===== src/rtl/lsbm_pkg.sv =====
// shared widths, register indexes and constants of the light sensor brightness mapper
// no dependencies
`timescale 1ns / 1ps

package lsbm_pkg;

   localparam int SAMPLE_W   = 12;   // light sample and average width
   localparam int LEVEL_W    = 8;    // brightness width
   localparam int DVS_W      = 12;   // divisor width of the shared divider
   localparam int PROD_W     = 20;   // magnitude of the map product
   localparam int MAP_W      = 22;   // signed working width of the map
   localparam int CSR_ADDR_W = 4;
   localparam int CSR_DATA_W = 32;

   localparam logic [SAMPLE_W-1:0] DARK_RESET   = 12'd0;
   localparam logic [SAMPLE_W-1:0] BRIGHT_RESET = 12'd4095;
   localparam logic [LEVEL_W-1:0]  MIN_RESET    = 8'd10;
   localparam logic [LEVEL_W-1:0]  MAX_RESET    = 8'd255;

   // register index, taken from the word address of the configuration port
   typedef enum logic [1:0] {
      REG_DARK,
      REG_BRIGHT,
      REG_MIN,
      REG_MAX
   } reg_idx_type;

endpackage


===== src/rtl/lsbm_ring.sv =====
// sample ring memory: one write port, one registered read port
// uses lsbm_pkg for the sample width
`timescale 1ns / 1ps

module lsbm_ring #(
   parameter int WINDOW = 16,
   parameter int SLOT_W = 4
) (
   input  logic                           clock,
   input  logic                           wr_en,
   input  logic [SLOT_W-1:0]              wr_addr,
   input  logic [lsbm_pkg::SAMPLE_W-1:0]  wr_data,
   input  logic                           rd_en,
   input  logic [SLOT_W-1:0]              rd_addr,
   output logic [lsbm_pkg::SAMPLE_W-1:0]  rd_data
);
   import lsbm_pkg::*;

   logic [SAMPLE_W-1:0] mem_ff [WINDOW];
   logic [SAMPLE_W-1:0] rd_data_ff;

   always_ff @(posedge clock) begin
      if (wr_en) begin
         mem_ff[wr_addr] <= wr_data;
      end
      if (rd_en) begin
         rd_data_ff <= mem_ff[rd_addr];
      end
   end

   assign rd_data = rd_data_ff;

endmodule


===== src/rtl/lsbm_div.sv =====
// shared restoring divider, one quotient bit per cycle
// uses lsbm_pkg for the divisor width
`timescale 1ns / 1ps

module lsbm_div #(
   parameter int DVD_W = 20
) (
   input  logic                         clock,
   input  logic                         reset,
   input  logic                         start,
   input  logic [DVD_W-1:0]             dividend,
   input  logic [lsbm_pkg::DVS_W-1:0]   divisor,
   output logic                         done,
   output logic [DVD_W-1:0]             quotient
);
   import lsbm_pkg::*;

   localparam int STEP_W = $clog2(DVD_W + 1);

   logic [DVD_W-1:0]  dvd_ff;
   logic [DVS_W-1:0]  dvs_ff;
   logic [DVS_W-1:0]  rem_ff;
   logic [STEP_W-1:0] step_ff;
   logic              busy_ff;
   logic              done_ff;

   logic [DVS_W:0]    trial;
   logic [DVS_W:0]    diff;
   logic              ge;
   logic [DVS_W-1:0]  rem_in;

   assign trial  = {rem_ff, dvd_ff[DVD_W-1]};
   assign diff   = trial - {1'b0, dvs_ff};
   assign ge     = (trial >= {1'b0, dvs_ff});
   // remainder stays below the divisor, so the difference fits
   assign rem_in = ge ? diff[DVS_W-1:0] : trial[DVS_W-1:0];

   always_ff @(posedge clock) begin
      if (reset) begin
         busy_ff <= 1'b0;
         done_ff <= 1'b0;
         step_ff <= '0;
      end else begin
         done_ff <= !start && busy_ff && (step_ff == STEP_W'(1));
         if (start) begin
            busy_ff <= 1'b1;
            step_ff <= STEP_W'(DVD_W);
         end else if (busy_ff) begin
            step_ff <= step_ff - 1'b1;
            if (step_ff == STEP_W'(1)) begin
               busy_ff <= 1'b0;
            end
         end
      end
   end

   always_ff @(posedge clock) begin
      if (start) begin
         dvd_ff <= dividend;
         dvs_ff <= divisor;
         rem_ff <= '0;
      end else if (busy_ff) begin
         dvd_ff <= {dvd_ff[DVD_W-2:0], ge};
         rem_ff <= rem_in;
      end
   end

   assign done     = done_ff;
   assign quotient = dvd_ff;

endmodule


===== src/rtl/light_sensor_brightness_mapper_core.sv =====
// light sensor brightness mapper: windowed mean of light samples, linear map, clamp
// each division yields D = max(12 + clog2(WINDOW+1), 20) quotient bits, the dividend width
// a new sample is taken only once the previous result has been registered
// the sum loop reads one ring entry a cycle, the shared divider gives one bit a cycle
// reset clears write slot, fill flag, sequencer and handshakes; registers take defaults
// ring contents are undefined after reset and are only read once written
`timescale 1ns / 1ps

module light_sensor_brightness_mapper_core #(
   parameter int WINDOW = 16
) (
   input  logic                             clock,
   input  logic                             reset,
   input  logic                             req_valid,
   output logic                             req_ready,
   input  logic [lsbm_pkg::SAMPLE_W-1:0]    req_light_sample,
   output logic                             rsp_valid,
   input  logic                             rsp_ready,
   output logic [lsbm_pkg::LEVEL_W-1:0]     rsp_brightness_level,
   output logic [lsbm_pkg::SAMPLE_W-1:0]    rsp_average_level,
   input  logic                             csr_psel,
   input  logic                             csr_penable,
   input  logic                             csr_pwrite,
   input  logic [lsbm_pkg::CSR_ADDR_W-1:0]  csr_paddr,
   input  logic [lsbm_pkg::CSR_DATA_W-1:0]  csr_pwdata,
   output logic [lsbm_pkg::CSR_DATA_W-1:0]  csr_prdata,
   output logic                             csr_pready
);
   import lsbm_pkg::*;

   localparam int SLOT_W = (WINDOW > 1) ? $clog2(WINDOW) : 1;
   localparam int CNT_W  = $clog2(WINDOW + 1);
   localparam int SUM_W  = SAMPLE_W + CNT_W;
   localparam int DVD_W  = (SUM_W > PROD_W) ? SUM_W : PROD_W;

   typedef enum logic [2:0] {
      ST_IDLE,
      ST_SUM,
      ST_AVG_DIV,
      ST_MUL,
      ST_MAP_START,
      ST_MAP_DIV,
      ST_CLAMP
   } state_type;

   // configuration registers
   logic [SAMPLE_W-1:0] dark_ff;
   logic [SAMPLE_W-1:0] bright_ff;
   logic [LEVEL_W-1:0]  minb_ff;
   logic [LEVEL_W-1:0]  maxb_ff;
   reg_idx_type         csr_idx;
   logic                csr_wr;

   // sequencer state
   state_type                 state_ff;
   logic [SLOT_W-1:0]         slot_ff;
   logic                      filled_ff;
   logic [CNT_W-1:0]          cnt_ff;
   logic [CNT_W-1:0]          idx_ff;
   logic                      rd_pend_ff;
   logic [SUM_W-1:0]          sum_ff;
   logic [SAMPLE_W-1:0]       avg_ff;
   logic signed [MAP_W-1:0]   prod_ff;
   logic signed [MAP_W-1:0]   v_ff;
   logic                      neg_ff;
   logic                      div_start_ff;
   logic [DVD_W-1:0]          div_dvd_ff;
   logic [DVS_W-1:0]          div_dvs_ff;
   logic                      rsp_valid_ff;
   logic [LEVEL_W-1:0]        rsp_level_ff;
   logic [SAMPLE_W-1:0]       rsp_avg_ff;

   // datapath
   logic                      accept;
   logic                      rd_en;
   logic [SAMPLE_W-1:0]       rd_data;
   logic                      div_done;
   logic [DVD_W-1:0]          div_quot;
   logic signed [SAMPLE_W:0]  diff_a;
   logic signed [LEVEL_W:0]   diff_o;
   logic signed [SAMPLE_W:0]  span;
   logic [SAMPLE_W:0]         span_mag;
   logic signed [MAP_W-1:0]   prod_in;
   logic [MAP_W-1:0]          prod_mag;
   logic signed [MAP_W-1:0]   quot_s;
   logic signed [MAP_W-1:0]   min_s;
   logic signed [MAP_W-1:0]   max_s;
   logic                      out_free;

   assign accept   = req_valid && req_ready;
   assign req_ready = (state_ff == ST_IDLE);
   assign out_free = !rsp_valid_ff || rsp_ready;
   assign rd_en    = (state_ff == ST_SUM) && (idx_ff != cnt_ff);

   // ---------------- configuration port ----------------
   assign csr_idx    = reg_idx_type'(csr_paddr[3:2]);
   assign csr_wr     = csr_psel && csr_penable && csr_pwrite;
   assign csr_pready = 1'b1;

   always_ff @(posedge clock) begin
      if (reset) begin
         dark_ff   <= DARK_RESET;
         bright_ff <= BRIGHT_RESET;
         minb_ff   <= MIN_RESET;
         maxb_ff   <= MAX_RESET;
      end else if (csr_wr) begin
         unique case (csr_idx)
            REG_DARK:   dark_ff   <= csr_pwdata[SAMPLE_W-1:0];
            REG_BRIGHT: bright_ff <= csr_pwdata[SAMPLE_W-1:0];
            REG_MIN:    minb_ff   <= csr_pwdata[LEVEL_W-1:0];
            REG_MAX:    maxb_ff   <= csr_pwdata[LEVEL_W-1:0];
            default:    dark_ff   <= dark_ff;
         endcase
      end
   end

   always_comb begin
      unique case (csr_idx)
         REG_DARK:   csr_prdata = CSR_DATA_W'(dark_ff);
         REG_BRIGHT: csr_prdata = CSR_DATA_W'(bright_ff);
         REG_MIN:    csr_prdata = CSR_DATA_W'(minb_ff);
         REG_MAX:    csr_prdata = CSR_DATA_W'(maxb_ff);
         default:    csr_prdata = '0;
      endcase
   end

   // ---------------- ring and divider ----------------
   lsbm_ring #(
      .WINDOW (WINDOW),
      .SLOT_W (SLOT_W)
   ) u_ring (
      .clock   (clock),
      .wr_en   (accept),
      .wr_addr (slot_ff),
      .wr_data (req_light_sample),
      .rd_en   (rd_en),
      .rd_addr (idx_ff[SLOT_W-1:0]),
      .rd_data (rd_data)
   );

   lsbm_div #(
      .DVD_W (DVD_W)
   ) u_div (
      .clock    (clock),
      .reset    (reset),
      .start    (div_start_ff),
      .dividend (div_dvd_ff),
      .divisor  (div_dvs_ff),
      .done     (div_done),
      .quotient (div_quot)
   );

   // ---------------- map arithmetic ----------------
   assign diff_a   = $signed({1'b0, avg_ff}) - $signed({1'b0, dark_ff});
   assign diff_o   = $signed({1'b0, maxb_ff}) - $signed({1'b0, minb_ff});
   assign prod_in  = MAP_W'(diff_a) * MAP_W'(diff_o);
   assign span     = $signed({1'b0, bright_ff}) - $signed({1'b0, dark_ff});
   assign span_mag = span[SAMPLE_W] ? (SAMPLE_W + 1)'(1'b0) - span : span;
   assign prod_mag = prod_ff[MAP_W-1] ? MAP_W'(1'b0) - prod_ff : prod_ff;
   assign quot_s   = MAP_W'(div_quot);
   assign min_s    = MAP_W'(minb_ff);
   assign max_s    = MAP_W'(maxb_ff);

   // ---------------- sequencer ----------------
   always_ff @(posedge clock) begin
      if (reset) begin
         state_ff     <= ST_IDLE;
         slot_ff      <= '0;
         filled_ff    <= 1'b0;
         rd_pend_ff   <= 1'b0;
         div_start_ff <= 1'b0;
         rsp_valid_ff <= 1'b0;
      end else begin
         // divider starts once the sum is complete, and for the map unless the span is zero
         div_start_ff <= ((state_ff == ST_SUM) && !rd_en && !rd_pend_ff)
                         || ((state_ff == ST_MAP_START) && (dark_ff != bright_ff));
         if ((state_ff == ST_CLAMP) && out_free) begin
            rsp_valid_ff <= 1'b1;
         end else if (rsp_valid_ff && rsp_ready) begin
            rsp_valid_ff <= 1'b0;
         end
         unique case (state_ff)
            ST_IDLE: begin
               if (accept) begin
                  // mean covers every entry once the ring has wrapped
                  cnt_ff     <= filled_ff ? CNT_W'(WINDOW) : CNT_W'(slot_ff) + 1'b1;
                  idx_ff     <= '0;
                  sum_ff     <= '0;
                  rd_pend_ff <= 1'b0;
                  if (slot_ff == SLOT_W'(WINDOW - 1)) begin
                     slot_ff   <= '0;
                     filled_ff <= 1'b1;
                  end else begin
                     slot_ff <= slot_ff + 1'b1;
                  end
                  state_ff <= ST_SUM;
               end
            end
            ST_SUM: begin
               // read data comes from a registered port and is added in the cycle after its address
               if (rd_pend_ff) begin
                  sum_ff <= sum_ff + SUM_W'(rd_data);
               end
               rd_pend_ff <= rd_en;
               if (rd_en) begin
                  idx_ff <= idx_ff + 1'b1;
               end else if (!rd_pend_ff) begin
                  div_dvd_ff <= DVD_W'(sum_ff);
                  div_dvs_ff <= DVS_W'(cnt_ff);
                  state_ff   <= ST_AVG_DIV;
               end
            end
            ST_AVG_DIV: begin
               if (div_done) begin
                  avg_ff   <= div_quot[SAMPLE_W-1:0];
                  state_ff <= ST_MUL;
               end
            end
            ST_MUL: begin
               prod_ff  <= prod_in;
               state_ff <= ST_MAP_START;
            end
            ST_MAP_START: begin
               if (dark_ff == bright_ff) begin
                  v_ff     <= min_s;
                  state_ff <= ST_CLAMP;
               end else begin
                  // divide magnitudes, then apply the sign: truncates toward zero
                  neg_ff     <= prod_ff[MAP_W-1] ^ span[SAMPLE_W];
                  div_dvd_ff <= DVD_W'(prod_mag);
                  div_dvs_ff <= span_mag[DVS_W-1:0];
                  state_ff   <= ST_MAP_DIV;
               end
            end
            ST_MAP_DIV: begin
               if (div_done) begin
                  v_ff     <= (neg_ff ? MAP_W'(1'b0) - quot_s : quot_s) + min_s;
                  state_ff <= ST_CLAMP;
               end
            end
            ST_CLAMP: begin
               if (out_free) begin
                  state_ff <= ST_IDLE;
               end
            end
            default: state_ff <= ST_IDLE;
         endcase
      end
   end

   // result register; lower bound is tested first
   always_ff @(posedge clock) begin
      if ((state_ff == ST_CLAMP) && out_free) begin
         rsp_avg_ff <= avg_ff;
         priority if (v_ff < min_s) begin
            rsp_level_ff <= minb_ff;
         end else if (v_ff > max_s) begin
            rsp_level_ff <= maxb_ff;
         end else begin
            rsp_level_ff <= v_ff[LEVEL_W-1:0];
         end
      end
   end

   assign rsp_valid            = rsp_valid_ff;
   assign rsp_brightness_level = rsp_level_ff;
   assign rsp_average_level    = rsp_avg_ff;

endmodule


===== config.mk =====
export PLATFORM = sky130hd
export DESIGN_NAME = light_sensor_brightness_mapper_core
export DESIGN_NICKNAME = d
export VERILOG_FILES = /design/src/rtl/lsbm_pkg.sv /design/src/rtl/lsbm_ring.sv /design/src/rtl/lsbm_div.sv /design/src/rtl/light_sensor_brightness_mapper_core.sv
export SDC_FILE = /design/constraint.sdc
export NUM_CORES = 1
export LEC_CHECK = 0
export BUFFER_PORTS_ARGS = -buffer_cell sky130_fd_sc_hd__buf_4
export CORE_MARGIN = 3
export CORE_UTILIZATION = 50
export CTS_CLUSTER_DIAMETER = 80
export DETAILED_ROUTE_END_ITERATION = 8
export GPL_ROUTABILITY_DRIVEN = 0
export PLACE_DENSITY = 0.71
export SETUP_SLACK_MARGIN = 0.4
export SYNTH_ARGS = -nofsm -noshare
export SYNTH_HDL_FRONTEND = slang
export SYNTH_SLANG_ARGS = --single-unit

===== constraint.sdc =====
create_clock -name clock -period 7.7 [get_ports clock]
set_input_delay 0.385 -clock clock [delete_from_list [all_inputs] [get_ports clock]]
set_output_delay 0.385 -clock clock [all_outputs]
set_load 0.005 [all_outputs]

==> impl_metrics.toml, run 1 <==
[status]
status = "finished clean"

[finish]
area_delta_synth_final_pct = 10.9
fill_cells = 4115
layout-drive-gt1-share = 0.139
final_area_um2 = 28700
antenna_cells = 0
fin_nets = 2508
final_util = 0.566

[sta]
whs_ns = 0.0254
finalCritPeriodShare = 0.903
period_needed_ns = 6.95
tightest_slew_ns = 1.19
setup_viol = 0
rsz0062_at_grt = "false"
fin_worst_skew_ns = 0.0255
fin_tns_setup_ns = 0
relSlewSlack = 0.205
clock.fmax_ghz = 0.144
hold_viol_final = 0
drv_slew = 0

[worst_hold_path]
worstHoldEndpoint = "bright_ff[11]"
holdPathStages = 3
hold_path.class = "in -> reg"
hold_start = "csr_pwdata[11]"

[logic_synthesis]
yosys.area.top_type = "edfxtp_1"
async_flop_share = 0
syn_inst = 2150
synth_warnings = 0
synth_edf_count = 371
netlist_area_um2 = 25900
seq_area_frac_synth = 0.485
synth.most_common_cell = "edfxtp_1"
avgSynthCellArea_um2 = 12.0
ys.flop_type = "edfxtp_1"
synthDistinctLibCells = 77
synth_area_leaders = "edfxtp_1 (43%), fa_1 (8.1%), ha_1 (6.5%), mux4_2 (5.9%), dfxtp_1 (5.4%)"
synth_top_cells_by_count = "edfxtp_1 (371), nor2_1 (175), inv_1 (173), ha_1 (135), nand2_1 (132)"
synth.ff_latch_count = 441
synth_top_area_share = 0.430

[setup_path]
ff2ff_path_depth = 28
cpPeakStageDelay_ns = 0.49
critPathSlowestCell = "fa_1"
r2r_end = "prod_ff[21]"
end_kind = "register"
crit_fanout = 8
r2r_slack_ns = 0.75
path_class = "reg -> reg"
reg2reg_from = "dark_ff[1]"
arrival_ns = 7.26
required_ns = 8.01
start_kind = "register"

[route]
viasPerCell = 5.78
wl_per_cell_um = 20.3
vias = 16900
routed_wirelength_um = 59200
final_antenna_net_count = 0
drt_pass1_iterations = 6
drc = 0
drt-initial-drc-count = 1530

[place]
placed_area_um2 = 27100
portBuffers = 66
hpwl_um = 42300

[floorplan]
io_pins = 110
fp.dieH_um = 234
initial_core_util = 0.511
die_w_um = 234
core-area_um2 = 50700
rows = 82
dieArea_um2 = 54500

[power_and_ir_drop]
ir_drop_mv = 0.212
power_density_nw_per_um2 = 288
p_leak_nw = 11.0

[global_routing]
grt_pass1_wl_um = 93700
overflow = 0
antenna_found_initial = 0
first_global_vias = 16800
grt_max_degree = 55
gr-usage-all-layers = 0.221

[clock_tree]
htreeDepth = 2
cts.clk_slew.worst_paths_ns = 0.06
numCtsBuffers = 47
tritoncts = "yes"
cts_sinks = 441
clock_path_buffers = 3
cts-root-buf = "clkbuf_16"
clock_latency_ns = 0.59

[run]
maxCapViolCount = 0
## layout make-up
cell class                      count  area [um^2]  area share
Tap cell                          672          841      0.0293
Clock inverter                     26          280     0.00977
Clock buffer                       61         1260      0.0439
Timing Repair Buffer              106          796      0.0277
Multi-Input combinational cell   1444        12300       0.430
Sequential cell                   441        12500       0.437
Inverter                          173          649      0.0226
## flip-flops by register name, indices dropped and copies added, names as in the netlist, 12 cells and up
| signal | flops |
|---|---|
| u_ring.mem_ff | 192 |
| v_ff | 22 |
| prod_ff | 21 |
| div_dvd_ff | 20 |
| u_div.quotient | 20 |
| sum_ff | 17 |
| avg_ff | 12 |
| bright_ff | 12 |
| dark_ff | 12 |
| div_dvs_ff | 12 |
| rsp_average_level | 12 |
| u_div.dvs_ff | 12 |
| u_div.rem_ff | 12 |
| u_ring.rd_data | 12 |
## per-stage QoR
stage          total power, W  instances  setup slack, ns
2_1_floorplan         0.00536       2169            0.802
3_3_place_gp          0.00594       2834            0.236
3_5_place_dp          0.00603       2834           0.0945
4_1_cts               0.00831       2923            0.414
5_1_grt               0.00881       2923            0.423
6_report              0.00826       2923            0.750
## critical path: cells and delay by family (launching register included)
kind	cells	cell delay [ns]
XOR/XNOR	2	0.23
flip-flops	1	0.43
AO/OA/AOI/OAI	10	2.05
adder cells (fa/ha/maj)	7	2.85
buffers and inverters	5	0.46
AND/OR/NAND/NOR	4	0.63
## worst max path at each step
stage                           from           to
final                     dark_ff[1]  prod_ff[21]
after global routing       avg_ff[0]  prod_ff[18]
after CTS                  avg_ff[0]  prod_ff[21]
after detailed placement   avg_ff[0]  prod_ff[21]
after global placement     avg_ff[0]  prod_ff[21]
after floorplan            avg_ff[0]  prod_ff[21]
## repair_timing
| item | in CTS | in global routing |
|---|---|---|
| resized for setup | 8 | 17 |
| setup buffers | 2 | 0 |
| pin swaps | 4 | 3 |
| hold buffers | 0 | 0 |
| endpoints found under the hold margin | 0 | 0 |
| endpoints found under the setup margin | 3 | 6 |
## cell families (layout without fill, tap and decap cells)
group / Yosys count / count (layout) / share of synthesized area
AO/OA/AOI/OAI: 305 / 305 / 0.0763
XOR/XNOR: 133 / 133 / 0.0450
adder cells (fa/ha/maj): 240 / 240 / 0.146
buffers and inverters: 284 / 366 / 0.0447
flip-flops: 441 / 441 / 0.485
multiplexers: 137 / 137 / 0.0868
other: 2 / 21 / 0.000290
AND/OR/NAND/NOR: 608 / 608 / 0.116
## per-layer routing
metal  GRT usage  share of wire  up-vias
met5           0              0        -
met4      0.0559          0.021        0
met3      0.0429          0.070       88
met2       0.364           0.49      539
met1       0.304           0.42     8425
li1            -              -     7845
## power breakdown
part | internal (W) | total, W | switching [W]
registers | 0.00297 | 0.00317 | 0.000200
clock network | 0.00130 | 0.00224 | 0.000940
logic | 0.00129 | 0.00285 | 0.00156
## placed cells by master, fill, tap and decap left out, types with 11 or more instances in the layout
master,count
clkbuf_16,47
nand3_1,45
dfxtp_1,68
nand2b_1,28
nor3_1,59
nor4_1,11
xor2_1,57
o21ai_0,78
or2_2,19
edfxtp_1,371
nor2b_1,25
a21oi_1,64
mux2i_1,49
mux4_2,68
buf_4,106
mux2_2,20
inv_1,173
nand2_1,132
and3_1,19
o31ai_1,15
fa_1,104
a21o_1,28
ha_1,135
o41ai_1,11
clkbuf_1,11
o211ai_1,17
nor2_1,174
or3_1,28
and2_1,11
conb_1,21
xnor2_1,74
No activity file was read; power rests on OpenSTA's default activity.
==> run 2: changes to the inputs <==
SETUP_SLACK_MARGIN = 0.2   (was 0.4)
clock period = 7.1 ns   (was 7.7 ns; I/O delays follow)
==> run 2 against run 1 <==
Compared with the run above: clock-buffer cell count is 4 lower; via count is 2.3% higher; register-to-register slack got worse by 0.31 ns; first-iteration DRC count is 11% higher; total power increased by 11%; final cell count up 1.8%; critical path type unchanged; largest cell class unchanged; highest routed layer is now met5.
==> impl_metrics.toml, run 2 (same netlist as run 1, synthesis figures left out) <==
[route]
wl_per_cell_um = 20.4
drt-initial-drc-count = 1701
drt_pass1_iterations = 5
wl_met3_um = 4300
drc = 0
viasPerCell = 5.81
highest_layer = "met5"
m1WireLength_um = 25500
final_antenna_net_count = 0
routed_wirelength_um = 60800
vias = 17300
wl_met2_um = 29400

[sta]
relSlewSlack = 0.270
rsz0062_at_grt = "false"
hold_viol_final = 0
period_needed_ns = 6.66
clock.fmax_ghz = 0.150
fin_worst_skew_ns = 0.0281
setup_viol = 0
setup_slack_ns = 0.441
finalCritPeriodShare = 0.938
tightest_slew_ns = 1.09
fin_tns_setup_ns = 0
drv_slew = 0

[finish]
final_area_um2 = 29200
fin_nets = 2559
final_cell_mix = "edfxtp_1 (371), nor2_1 (174), inv_1 (172), buf_4 (152)"
regMostFlops = "u_ring.mem_ff"
top_regs = "u_ring.mem_ff: 192 flops, v_ff: 22 flops, prod_ff: 21 flops"
area_delta_synth_final_pct = 13.0
mostFrequentLayoutCell = "edfxtp_1"
largest_reg_flops = 192
stdcell_count = 2976
layout-drive-gt1-share = 0.166

[power_and_ir_drop]
total_power_w = 0.00920
ir_drop_mv = 0.241
p_leak_nw = 11.3
power_density_nw_per_um2 = 315

[setup_path]
cpPeakStageDelay_ns = 0.54
crit_top_cell = "fa_1"
crit_fanout = 2
path_class = "reg -> reg"
start_kind = "register"
required_ns = 7.44
arrival_ns = 7.00
end_kind = "register"
critPathSlowestCell = "fa_1"

[floorplan]
core-area_um2 = 50700
die_w_um = 234
rows = 82
io_pins = 110
dieArea_um2 = 54500
fp.dieH_um = 234
initial_core_util = 0.511

[clock_tree]
clock_path_buffers = 3
htreeDepth = 2
clock_latency_ns = 0.60
cts_sinks = 441
cts.clk_slew.worst_paths_ns = 0.06
numCtsBuffers = 48
cts-root-buf = "clkbuf_16"
tritoncts = "yes"

[place]
portBuffers = 66
hpwl_um = 43000
dp.cells = 2877
place_ws_ns = -0.214
placed_area_um2 = 27400

[run]
maxCapViolCount = 0

[global_routing]
first_global_vias = 17300
antenna_found_initial = 2
gr-usage-all-layers = 0.227
grt_max_degree = 55
grt_pass1_wl_um = 95900
overflow = 0

[worst_hold_path]
hold_path.class = "in -> reg"

[status]
status = "finished clean"
==> run 2: changes by cell type in the layout (fill, tap and decap cells not counted), sizes merged <==
cell	delta
inv	-1
clkinv	+8
dlygate4sd3	+3
diode	+2
clkinvlp	-2
clkbuf	-4
buf	+47
==> run 2: worst paths after layout <==
path / start / end / slack (ns) / depth (start not counted)
hold / removal: csr_pwdata[11] / bright_ff[11] / 0.03 / 3
hold reg to reg: div_dvs_ff[3] / u_div.dvs_ff[3] / 0.42 / 0
setup / recovery: avg_ff[0] / prod_ff[18] / 0.44 / 28
setup reg to reg: avg_ff[0] / prod_ff[18] / 0.44 / 28
==> run 2: timing repair <==
item	4_1_cts	5_1_grt
setup endpoints to repair	4	8
hold endpoints to repair	3	0
hold buffers	3	0
gates resized for setup	13	43
pin swaps	5	25
gates cloned	0	1
setup buffers	0	5
==> run 2: per-stage QoR <==
stage,utilization,hold slack [ns]
2_1_floorplan,-,0.400
3_3_place_gp,0.541,0.406
5_1_grt,0.577,0.0403
4_1_cts,0.573,0.0131
6_report,0.577,0.0320
3_5_place_dp,0.541,0.405
==> run 2: area by class of cell <==
class | count | area, um^2
inverter | 173 | 649
clock inverter | 31 | 319
fill | 4050 | 21400
antenna | 2 | 5.00
timing repair buffer | 156 | 1180
sequential | 441 | 12500
clock buffer | 57 | 1230
tap | 672 | 841
multi-input combinational | 1444 | 12500
==> run 2: routing by layer <==
metal  global-route usage  vias up
met3               0.0385      113
met1                0.314     8584
met5                    0        -
li1                     -     7956
met2                0.369      634
met4               0.0675        2
==> run 2: report_power, final <==
part	switching, W	total [W]	internal [W]
logic	0.00177	0.00331	0.00154
registers	0.000217	0.00344	0.00322
clock network	0.00105	0.00246	0.00141
total	0.00304	0.00920	0.00617
==> run 2: worst max-delay path: cells and delay by family, from the launching register on <==
| family | cells | cell delay (ns) |
|---|---|---|
| XOR/XNOR | 1 | 0.06 |
| AO/OA/AOI/OAI | 10 | 1.62 |
| adder cells (fa/ha/maj) | 8 | 3.29 |
| buffers and inverters | 6 | 0.38 |
| flip-flops | 1 | 0.37 |
| AND/OR/NAND/NOR | 3 | 0.68 |
